`config.mk`:
```
export PLATFORM = sky130hd
export DESIGN_NAME = ptw_pgmod
export DESIGN_NICKNAME = d
export VERILOG_FILES = /design/src/sv/ptw_pkg.sv /design/src/sv/ptw_pgmod.sv
export SDC_FILE = /design/constraint.sdc
export NUM_CORES = 1
export LEC_CHECK = 0
export BUFFER_PORTS_ARGS = -buffer_cell sky130_fd_sc_hd__buf_2
export CORE_ASPECT_RATIO = 0.9
export CORE_MARGIN = 8
export CORE_UTILIZATION = 37
export DETAILED_ROUTE_END_ITERATION = 10
export PLACE_DENSITY = 0.71
export SLEW_MARGIN = 20
export SYNTH_ARGS = -nofsm -noshare
export SYNTH_HDL_FRONTEND = slang
export SYNTH_SLANG_ARGS = --single-unit
```
`constraint.sdc`:
```
create_clock -name clk_i -period 1.8 [get_ports clk_i]
set_clock_uncertainty 0.15 [all_clocks]
set_input_delay 0.09 -clock clk_i [delete_from_list [all_inputs] [get_ports clk_i]]
set_output_delay 0.09 -clock clk_i [all_outputs]
set_load 0.01 [all_outputs]
```
`src/sv/ptw_pkg.sv`:
```
// Shared types and constants for the page table map walker.
package ptw_pkg;

  localparam int unsigned VA_W       = 48;
  localparam int unsigned PA_W       = 48;
  localparam int unsigned BASE_W     = 37;
  localparam int unsigned IDX_W      = 9;
  localparam int unsigned TABLE_ENTRIES = 512;
  localparam int unsigned PG_OFF_W   = 25;   // table address bits 36..12
  localparam int unsigned VPN_W      = 36;   // virtual address bits 47..12
  localparam int unsigned PPN_W      = 36;   // physical address bits 47..12
  localparam int unsigned DESC_W     = 48;
  localparam int unsigned OUT_PAGE_W = 6;
  localparam int unsigned NEW_W      = 2;
  localparam int unsigned LVL_W      = 2;
  localparam int unsigned S_TDATA_W  = 96;
  localparam int unsigned M_TDATA_W  = 64;

  localparam logic [11:0] DESC_ATTR  = 12'h743;

  localparam logic [LVL_W-1:0] LVL_L0 = 2'd0;
  localparam logic [LVL_W-1:0] LVL_L1 = 2'd1;
  localparam logic [LVL_W-1:0] LVL_L2 = 2'd2;
  localparam logic [LVL_W-1:0] LVL_L3 = 2'd3;

  // Request to the page-number reduction unit.
  typedef struct packed {
    logic                start;
    logic [PG_OFF_W-1:0] offset;
  } pgmod_req_t;

  // Table index for a walk level, taken from virtual page bits.
  function automatic logic [IDX_W-1:0] idx_of(input logic [VPN_W-1:0] vpn,
                                              input logic [LVL_W-1:0] lvl);
    logic [IDX_W-1:0] idx;
    idx = '0;
    unique case (lvl)
      LVL_L0:  idx = vpn[35:27];
      LVL_L1:  idx = vpn[26:18];
      LVL_L2:  idx = vpn[17:9];
      LVL_L3:  idx = vpn[8:0];
      default: idx = '0;
    endcase
    return idx;
  endfunction

endpackage

```
`src/sv/ptw_pgmod.sv`:
```
// Iterative reduction of a pool page offset modulo the pool size.
module ptw_pgmod #(
  parameter int unsigned POOL_PAGES = 64
) (
  input  logic                            clk_i,
  input  logic                            rst_ni,
  input  ptw_pkg::pgmod_req_t             req_i,
  output logic                            done_o,
  output logic [$clog2(POOL_PAGES)-1:0]   page_o
);
  import ptw_pkg::*;

  localparam int unsigned PGW   = $clog2(POOL_PAGES);
  localparam int unsigned SUBW  = PG_OFF_W + $clog2(POOL_PAGES + 1);
  localparam int unsigned NSTEP = PG_OFF_W;
  localparam int unsigned SPC   = 4;
  localparam int unsigned NCYC  = (NSTEP + SPC - 1) / SPC;
  localparam int unsigned CNTW  = $clog2(NCYC + 1);

  logic                busy_q, busy_d;
  logic                done_q, done_d;
  logic [CNTW-1:0]     cnt_q, cnt_d;
  logic [PG_OFF_W-1:0] r_q, r_d;
  logic [PGW-1:0]      page_q, page_d;
  logic [SUBW-1:0]     rem;

  // Four compare-and-subtract steps of restoring reduction per cycle.
  always_comb begin
    int          k;
    logic [SUBW-1:0] sub;
    rem = SUBW'(r_q);
    sub = '0;
    k   = 0;
    for (int s = 0; s < SPC; s++) begin
      k = int'(NSTEP) - 1 - int'(cnt_q) * int'(SPC) - s;
      if (k >= 0) begin
        sub = SUBW'(POOL_PAGES) << k;
        if (rem >= sub) begin
          rem = rem - sub;
        end
      end
    end
  end

  always_comb begin
    busy_d = busy_q;
    done_d = 1'b0;
    cnt_d  = cnt_q;
    r_d    = r_q;
    page_d = page_q;
    if (req_i.start) begin
      busy_d = 1'b1;
      cnt_d  = '0;
      r_d    = req_i.offset;
    end else if (busy_q) begin
      r_d   = rem[PG_OFF_W-1:0];
      cnt_d = cnt_q + CNTW'(1);
      if (cnt_q == CNTW'(NCYC - 1)) begin
        busy_d = 1'b0;
        done_d = 1'b1;
        page_d = rem[PGW-1:0];
      end
    end
  end

  always_ff @(posedge clk_i or negedge rst_ni) begin
    if (!rst_ni) begin
      busy_q <= 1'b0;
      done_q <= 1'b0;
      cnt_q  <= '0;
    end else begin
      busy_q <= busy_d;
      done_q <= done_d;
      cnt_q  <= cnt_d;
    end
  end

  always_ff @(posedge clk_i) begin
    r_q    <= r_d;
    page_q <= page_d;
  end

  assign done_o = done_q;
  assign page_o = page_q;

  a_page_in_pool: assert property (@(posedge clk_i) disable iff (!rst_ni)
    done_q |-> (32'(page_q) < POOL_PAGES))
    else $error("reduced page number outside the pool");

  a_no_restart: assert property (@(posedge clk_i) disable iff (!rst_ni)
    req_i.start |-> !busy_q)
    else $error("reduction restarted while busy");

  a_done_after_busy: assert property (@(posedge clk_i) disable iff (!rst_ni)
    done_q |-> $past(busy_q) && !busy_q)
    else $error("done without a finished reduction");

endmodule

```
==> results of run 1 <==
==> where the power goes <==
group          switching (mW)  internal, mW  leakage [nW]
Combinational          0.0219        0.0365         0.180
Clock                   0.116        0.0825        0.0177
Sequential             0.0122         0.445         0.177
Total                   0.150         0.564         0.374
==> cell families after synthesis <==
kind of cell    count (synthesis)  synth area share
simple gates                   13            0.0931
xor+xnor                        2            0.0246
compound gates                  1            0.0105
buf+inv                        15             0.107
flops                          17             0.682
mux                             3            0.0474
fa+ha+maj                       2            0.0351
==> state kept, by name, summed over array words and instances (netlist names) <==
signal	cells
page_o	6
r_q	6
cnt_q	3
busy_q	1
done_o	1
==> final cells by class <==
class	instances	area (um2)
clock buffers	3	22.5
clock inverters	1	5.00
fillers	172	978
inverters	2	7.51
multi-input cells	21	155
flip-flops and latches	17	485
well taps	25	31.3
repair buffers	25	173
==> critical path: cells and delay by family, from the launching register on <==
| kind | cells | cell delay, ns |
|---|---|---|
| buf+inv | 2 | 0.22 |
| simple gates | 2 | 0.27 |
| flops | 1 | 0.42 |
| fa+ha+maj | 1 | 0.13 |
==> synth_stat cells <==
cell,instances,area share
xor2_1,1,0.012
edfxtp_1,12,0.51
mux2_2,3,0.047
nand2_1,4,0.021
ha_1,2,0.035
xnor2_1,1,0.012
nor2_1,3,0.016
buf_2,1,0.0070
nor3b_1,2,0.021
a211oi_1,1,0.011
buf_4,1,0.011
clkbuf_1,9,0.047
buf_6,2,0.032
inv_1,2,0.011
dfrtp_1,5,0.18
and2_1,3,0.026
or2_2,1,0.0088
==> metal layers <==
metal	part of all wire	vias to the layer above
li1	-	196
met1	0.46	163
met2	0.43	11
met3	0.071	4
met4	0.041	0
met5	0	-
==> worst min-delay path by stage <==
stage | endpoint | from | slack (ns) | cells past startpoint
2_1_floorplan | busy_q | rst_ni | -0.36 | 0
3_3_place_gp | cnt_q[0] | rst_ni | -0.24 | 1
3_5_place_dp | cnt_q[0] | rst_ni | -0.24 | 1
4_1_cts | page_o[2] | r_q[2] | 0.28 | 0
5_1_grt | page_o[2] | r_q[2] | 0.30 | 0
6_report | page_o[2] | r_q[2] | 0.28 | 0
==> timing repair <==
item / CTS / global route
hold buffers: 9 / 0
endpoints found under the hold margin: 12 / 0
setup buffers: 0 / 0
==> stage by stage <==
step / area, um2 / util / worst slack (ns)
6_report: 880 / 0.473 / 0.326
3_3_place_gp: 762 / 0.410 / 0.335
3_5_place_dp: 762 / 0.410 / 0.335
5_1_grt: 880 / 0.473 / 0.237
4_1_cts: 880 / 0.473 / 0.318
2_1_floorplan: 717 / - / 0.201
==> impl_metrics.json, run 1 <==
{
  "outcome": "finished clean",
  "hold-worst-slack_ns": 0.276,
  "crit_slowest_cell": "dfrtp_1",
  "antenna_left": 0,
  "ios": 35,
  "hold_class": "reg -> reg",
  "portBuffers": 15,
  "initial_utilization": 0.383,
  "crit_path_start_kind": "register",
  "grtUsageMet3": 0.0154,
  "vias_per_cell": 3.98,
  "cp-startpoint": "cnt_q[0]",
  "rrSetupSlack_ns": 0.33,
  "antenna_found_initial": 0,
  "tns_ns": 0,
  "synth_cell_types": 17,
  "busiest_layer": "met4",
  "wl_per_cell_um": 10.4,
  "power_density_nw_per_um2": 812,
  "grt_overflow": 0,
  "syn_avg_cell_area_um2": 13.4,
  "relSlewSlack": 0.811,
  "fin_nets": 100,
  "numCtsBuffers": 3,
  "area_growth_pct": 23.6,
  "crit_type": "reg -> reg",
  "critPathCaptureType": "register",
  "cp_data_arrival_time_ns": 1.33,
  "dp_cells": 81,
  "cts_tree": "done",
  "final_common_cell": "buf_2",
  "ys_warn_count": 0,
  "worstMarginPinSlew_ns": 0.284,
  "rows": 15,
  "leakage_nw": 0.374,
  "final_cell_mix": "buf_2, edfxtp_1, dlygate4sd3_1, dfrtp_1, nand2_1",
  "use_met2": 0.0693,
  "die_w_um": 62.2,
  "grt_usage": 0.0587,
  "fin_total_pwr_mw": 0.714,
  "die_area_um2": 3590,
  "die_h_um": 57.6,
  "cts.clk_slew.worst_paths_ns": 0.10,
  "grt_max_degree": 17,
  "vias": 374,
  "drt_wl_total_um": 974,
  "layout_worst_path_cycle_share": 0.819,
  "maxCapViolCount": 0,
  "irDropWorstVdd_v": 0.000349,
  "layout-drive-gt1-share": 0.362,
  "syn-instance-count": 53,
  "cts_root_buffer": "clkbuf_4",
  "r2r-end": "page_o[5]",
  "hpwl_um": 694,
  "crit_fanout": 6,
  "gp_congestion": 0.618,
  "met1_usage": 0.0733,
  "worstPathRequired_ns": 1.66,
  "cp_cell_sequence": "inv_1, ha_1, nand2_1, nor3b_2, buf_4",
  "clock_latency_ns": 0.29,
  "maxSlewViolCount": 0,
  "ys_seq_area_frac": 0.682,
  "firstDrtPassIters": 3,
  "fmax_ghz": 0.678,
  "cts.sinks": 17,
  "r2r_start": "cnt_q[0]",
  "grt_pass1_vias": 351,
  "post_cts_resized": 0,
  "core-area_um2": 1860,
  "drtIter0Drc": 6,
  "synth_seq_cells": 17,
  "setup_viol": 0,
  "htree_num_levels": 1,
  "crit_end": "page_o[5]",
  "syn_nets": 83,
  "antenna_cells": 0,
  "clockBufferDepth": 2,
  "fin_crit_ns": 1.47,
  "final-hold-violation-count": 0,
  "syn-cell-area_um2": 712,
  "cpPeakStageDelay_ns": 0.42,
  "grt_setup_unrepaired": "no",
  "reg2reg_depth": 5,
  "stdcell_count": 94,
  "grt_pass1_wl_um": 1650,
  "drc": 0
}
No activity file was read; power rests on OpenSTA's default activity.
==> run 2: changes to the inputs <==
==> constraint.sdc (replaced) <==
create_clock -name clk_i -period 1.3 [get_ports clk_i]
set_clock_uncertainty 0.15 [all_clocks]
set_input_delay 0.065 -clock clk_i [delete_from_list [all_inputs] [get_ports clk_i]]
set_output_delay 0.065 -clock clk_i [all_outputs]
set_load 0.01 [all_outputs]
==> run 2 against run 1 <==
Net effect:
- the flow now finishes with violations (negative setup slack)
- global-route usage grew 1.1 points
- power increased by 47%
- worst setup slack worse by 0.44 ns
- die area unchanged
- routed wire length rose by 39%
- critical path type unchanged
- combinational power is 130% higher
- flip-flop and latch count is the same
- cell area grew 14%
- non-clock buffer count up 10
- cell count increased by 11%
- critical path depth unchanged
==> impl_metrics.json, run 2 (synthesis results as in run 1) <==
{
  "outcome": "finished with violations",
  "violations": "negative setup slack",
  "worstMarginPinSlew_ns": 0.252,
  "hold_class": "in -> reg",
  "rrSetupSlack_ns": -0.12,
  "hpwl_um": 851,
  "cts.sinks": 17,
  "hold_depth": 2,
  "busiest_layer": "met2",
  "critPathCaptureType": "register",
  "grt_setup_unrepaired": "yes",
  "post-place-ws_ns": -0.156,
  "fin_area_um2": 1000,
  "rows": 15,
  "layout_worst_path_cycle_share": 1.09,
  "core-area_um2": 1860,
  "ff_latch_area_um2": 485,
  "crit_fanout": 4,
  "die_area_um2": 3590,
  "drc": 0,
  "layout-drive-gt1-share": 0.456,
  "worstPathRequired_ns": 1.17,
  "multiInputGateArea_um2": 184,
  "drt_wl_total_um": 1360,
  "cp-startpoint": "cnt_q[0]",
  "fin_ws_ns": -0.118,
  "reg2reg_depth": 5,
  "placed_area_um2": 813,
  "drtIter0Drc": 4,
  "clock_latency_ns": 0.29,
  "fmax_ghz": 0.705,
  "ios": 35,
  "fin_crit_ns": 1.42,
  "final_common_cell": "buf_2",
  "vias_per_cell": 4.34,
  "min_to": "r_q[1]",
  "portBuffers": 15,
  "grtUsageMet3": 0.0212,
  "antenna_left": 0,
  "power_density_nw_per_um2": 1050,
  "r2r_start": "cnt_q[0]",
  "crit_type": "reg -> reg",
  "relSlewSlack": 0.831,
  "fin_total_pwr_mw": 1.05,
  "maxCapViolCount": 0,
  "grt_max_degree": 15,
  "wl_per_cell_um": 13.1,
  "antenna_cells": 0,
  "cts.clk_slew.worst_paths_ns": 0.10,
  "met1_usage": 0.0807,
  "initial_utilization": 0.383,
  "gp_congestion": 0.647,
  "grt_pass1_wl_um": 2010,
  "min_from": "req_i[25]",
  "firstDrtPassIters": 4,
  "htree_num_levels": 1,
  "die_h_um": 57.6,
  "tns_ns": -0.747,
  "cts_root_buffer": "clkbuf_4",
  "grt_overflow": 0,
  "cts_tree": "done",
  "crit_path_start_kind": "register",
  "cp_data_arrival_time_ns": 1.29,
  "r2r-end": "page_o[1]",
  "fill_cells": 143,
  "numCtsBuffers": 3,
  "antenna_found_initial": 0,
  "maxSlewViolCount": 0,
  "grt_usage": 0.0695,
  "die_w_um": 62.2,
  "irDropWorstVdd_v": 0.000498,
  "leakage_nw": 0.434,
  "area_growth_pct": 40.6,
  "fin_nets": 110,
  "setup_viol": 7,
  "clockBufferDepth": 2,
  "dp_cells": 84,
  "final_cell_mix": "buf_2, dlygate4sd3_1, edfxtp_1, buf_4, dfrtp_1",
  "grt_pass1_vias": 424,
  "final-hold-violation-count": 0,
  "use_met2": 0.108,
  "stdcell_count": 104,
  "vias": 451
}
## run 2: cell types whose count changed in the layout (fill, tap and decap cells not counted), moves of 2 or more
cell,before,now
ha_1,2,0
buf_4,1,6
dlygate4sd3_1,9,12
buf_6,0,2
## run 2: power breakdown
part | internal (mW) | total, mW | switching [mW]
registers | 0.616 | 0.638 | 0.0213
logic | 0.0862 | 0.136 | 0.0501
clock network | 0.114 | 0.274 | 0.160
total | 0.817 | 1.05 | 0.231
## run 2: final cells by class
type	count	share of cell area
clock buffer	3	0.0225
clock inverter	1	0.00500
inverter	2	0.0100
multi-input combinational	21	0.184
sequential	17	0.485
tap	25	0.0313
timing repair buffer	35	0.263
## run 2: stage by stage
step,hold slack [ns],utilization
finish,0.106,0.539
global route,0.108,0.539
CTS,0.00280,0.514
detailed placement,-0.262,0.438
global placement,-0.265,0.438
floorplan,-0.381,-
## run 2: layer usage
metal	routed length, um	share of wire	vias to the layer above
met5	0	0	-
met1	582	0.43	217
li1	-	-	217
met3	75	0.055	4
met2	665	0.49	13
met4	34	0.025	0
## run 2: worst max-delay path by stage
stage / to / cells after the start
finish: page_o[1] / 5
global route: page_o[1] / 5
CTS: page_o[5] / 5
detailed placement: page_o[5] / 4
global placement: page_o[4] / 4
floorplan: page_o[0] / 5
## run 2: repair_timing
item | 4_1_cts | 5_1_grt
cloned | 0 | 0
gates resized for setup | 0 | 3
setup buffers | 2 | 2
endpoints found under the setup margin | 6 | 7
hold buffers | 10 | 2
endpoints found under the hold margin | 14 | 3
pin swaps | 0 | 2
## run 2: critical path: stages (launching register included)
cell	delay, ns
dfrtp_1	0.42
inv_4	0.07
ha_4	0.13
nand2_4	0.05
nor3b_4	0.17
buf_4	0.16
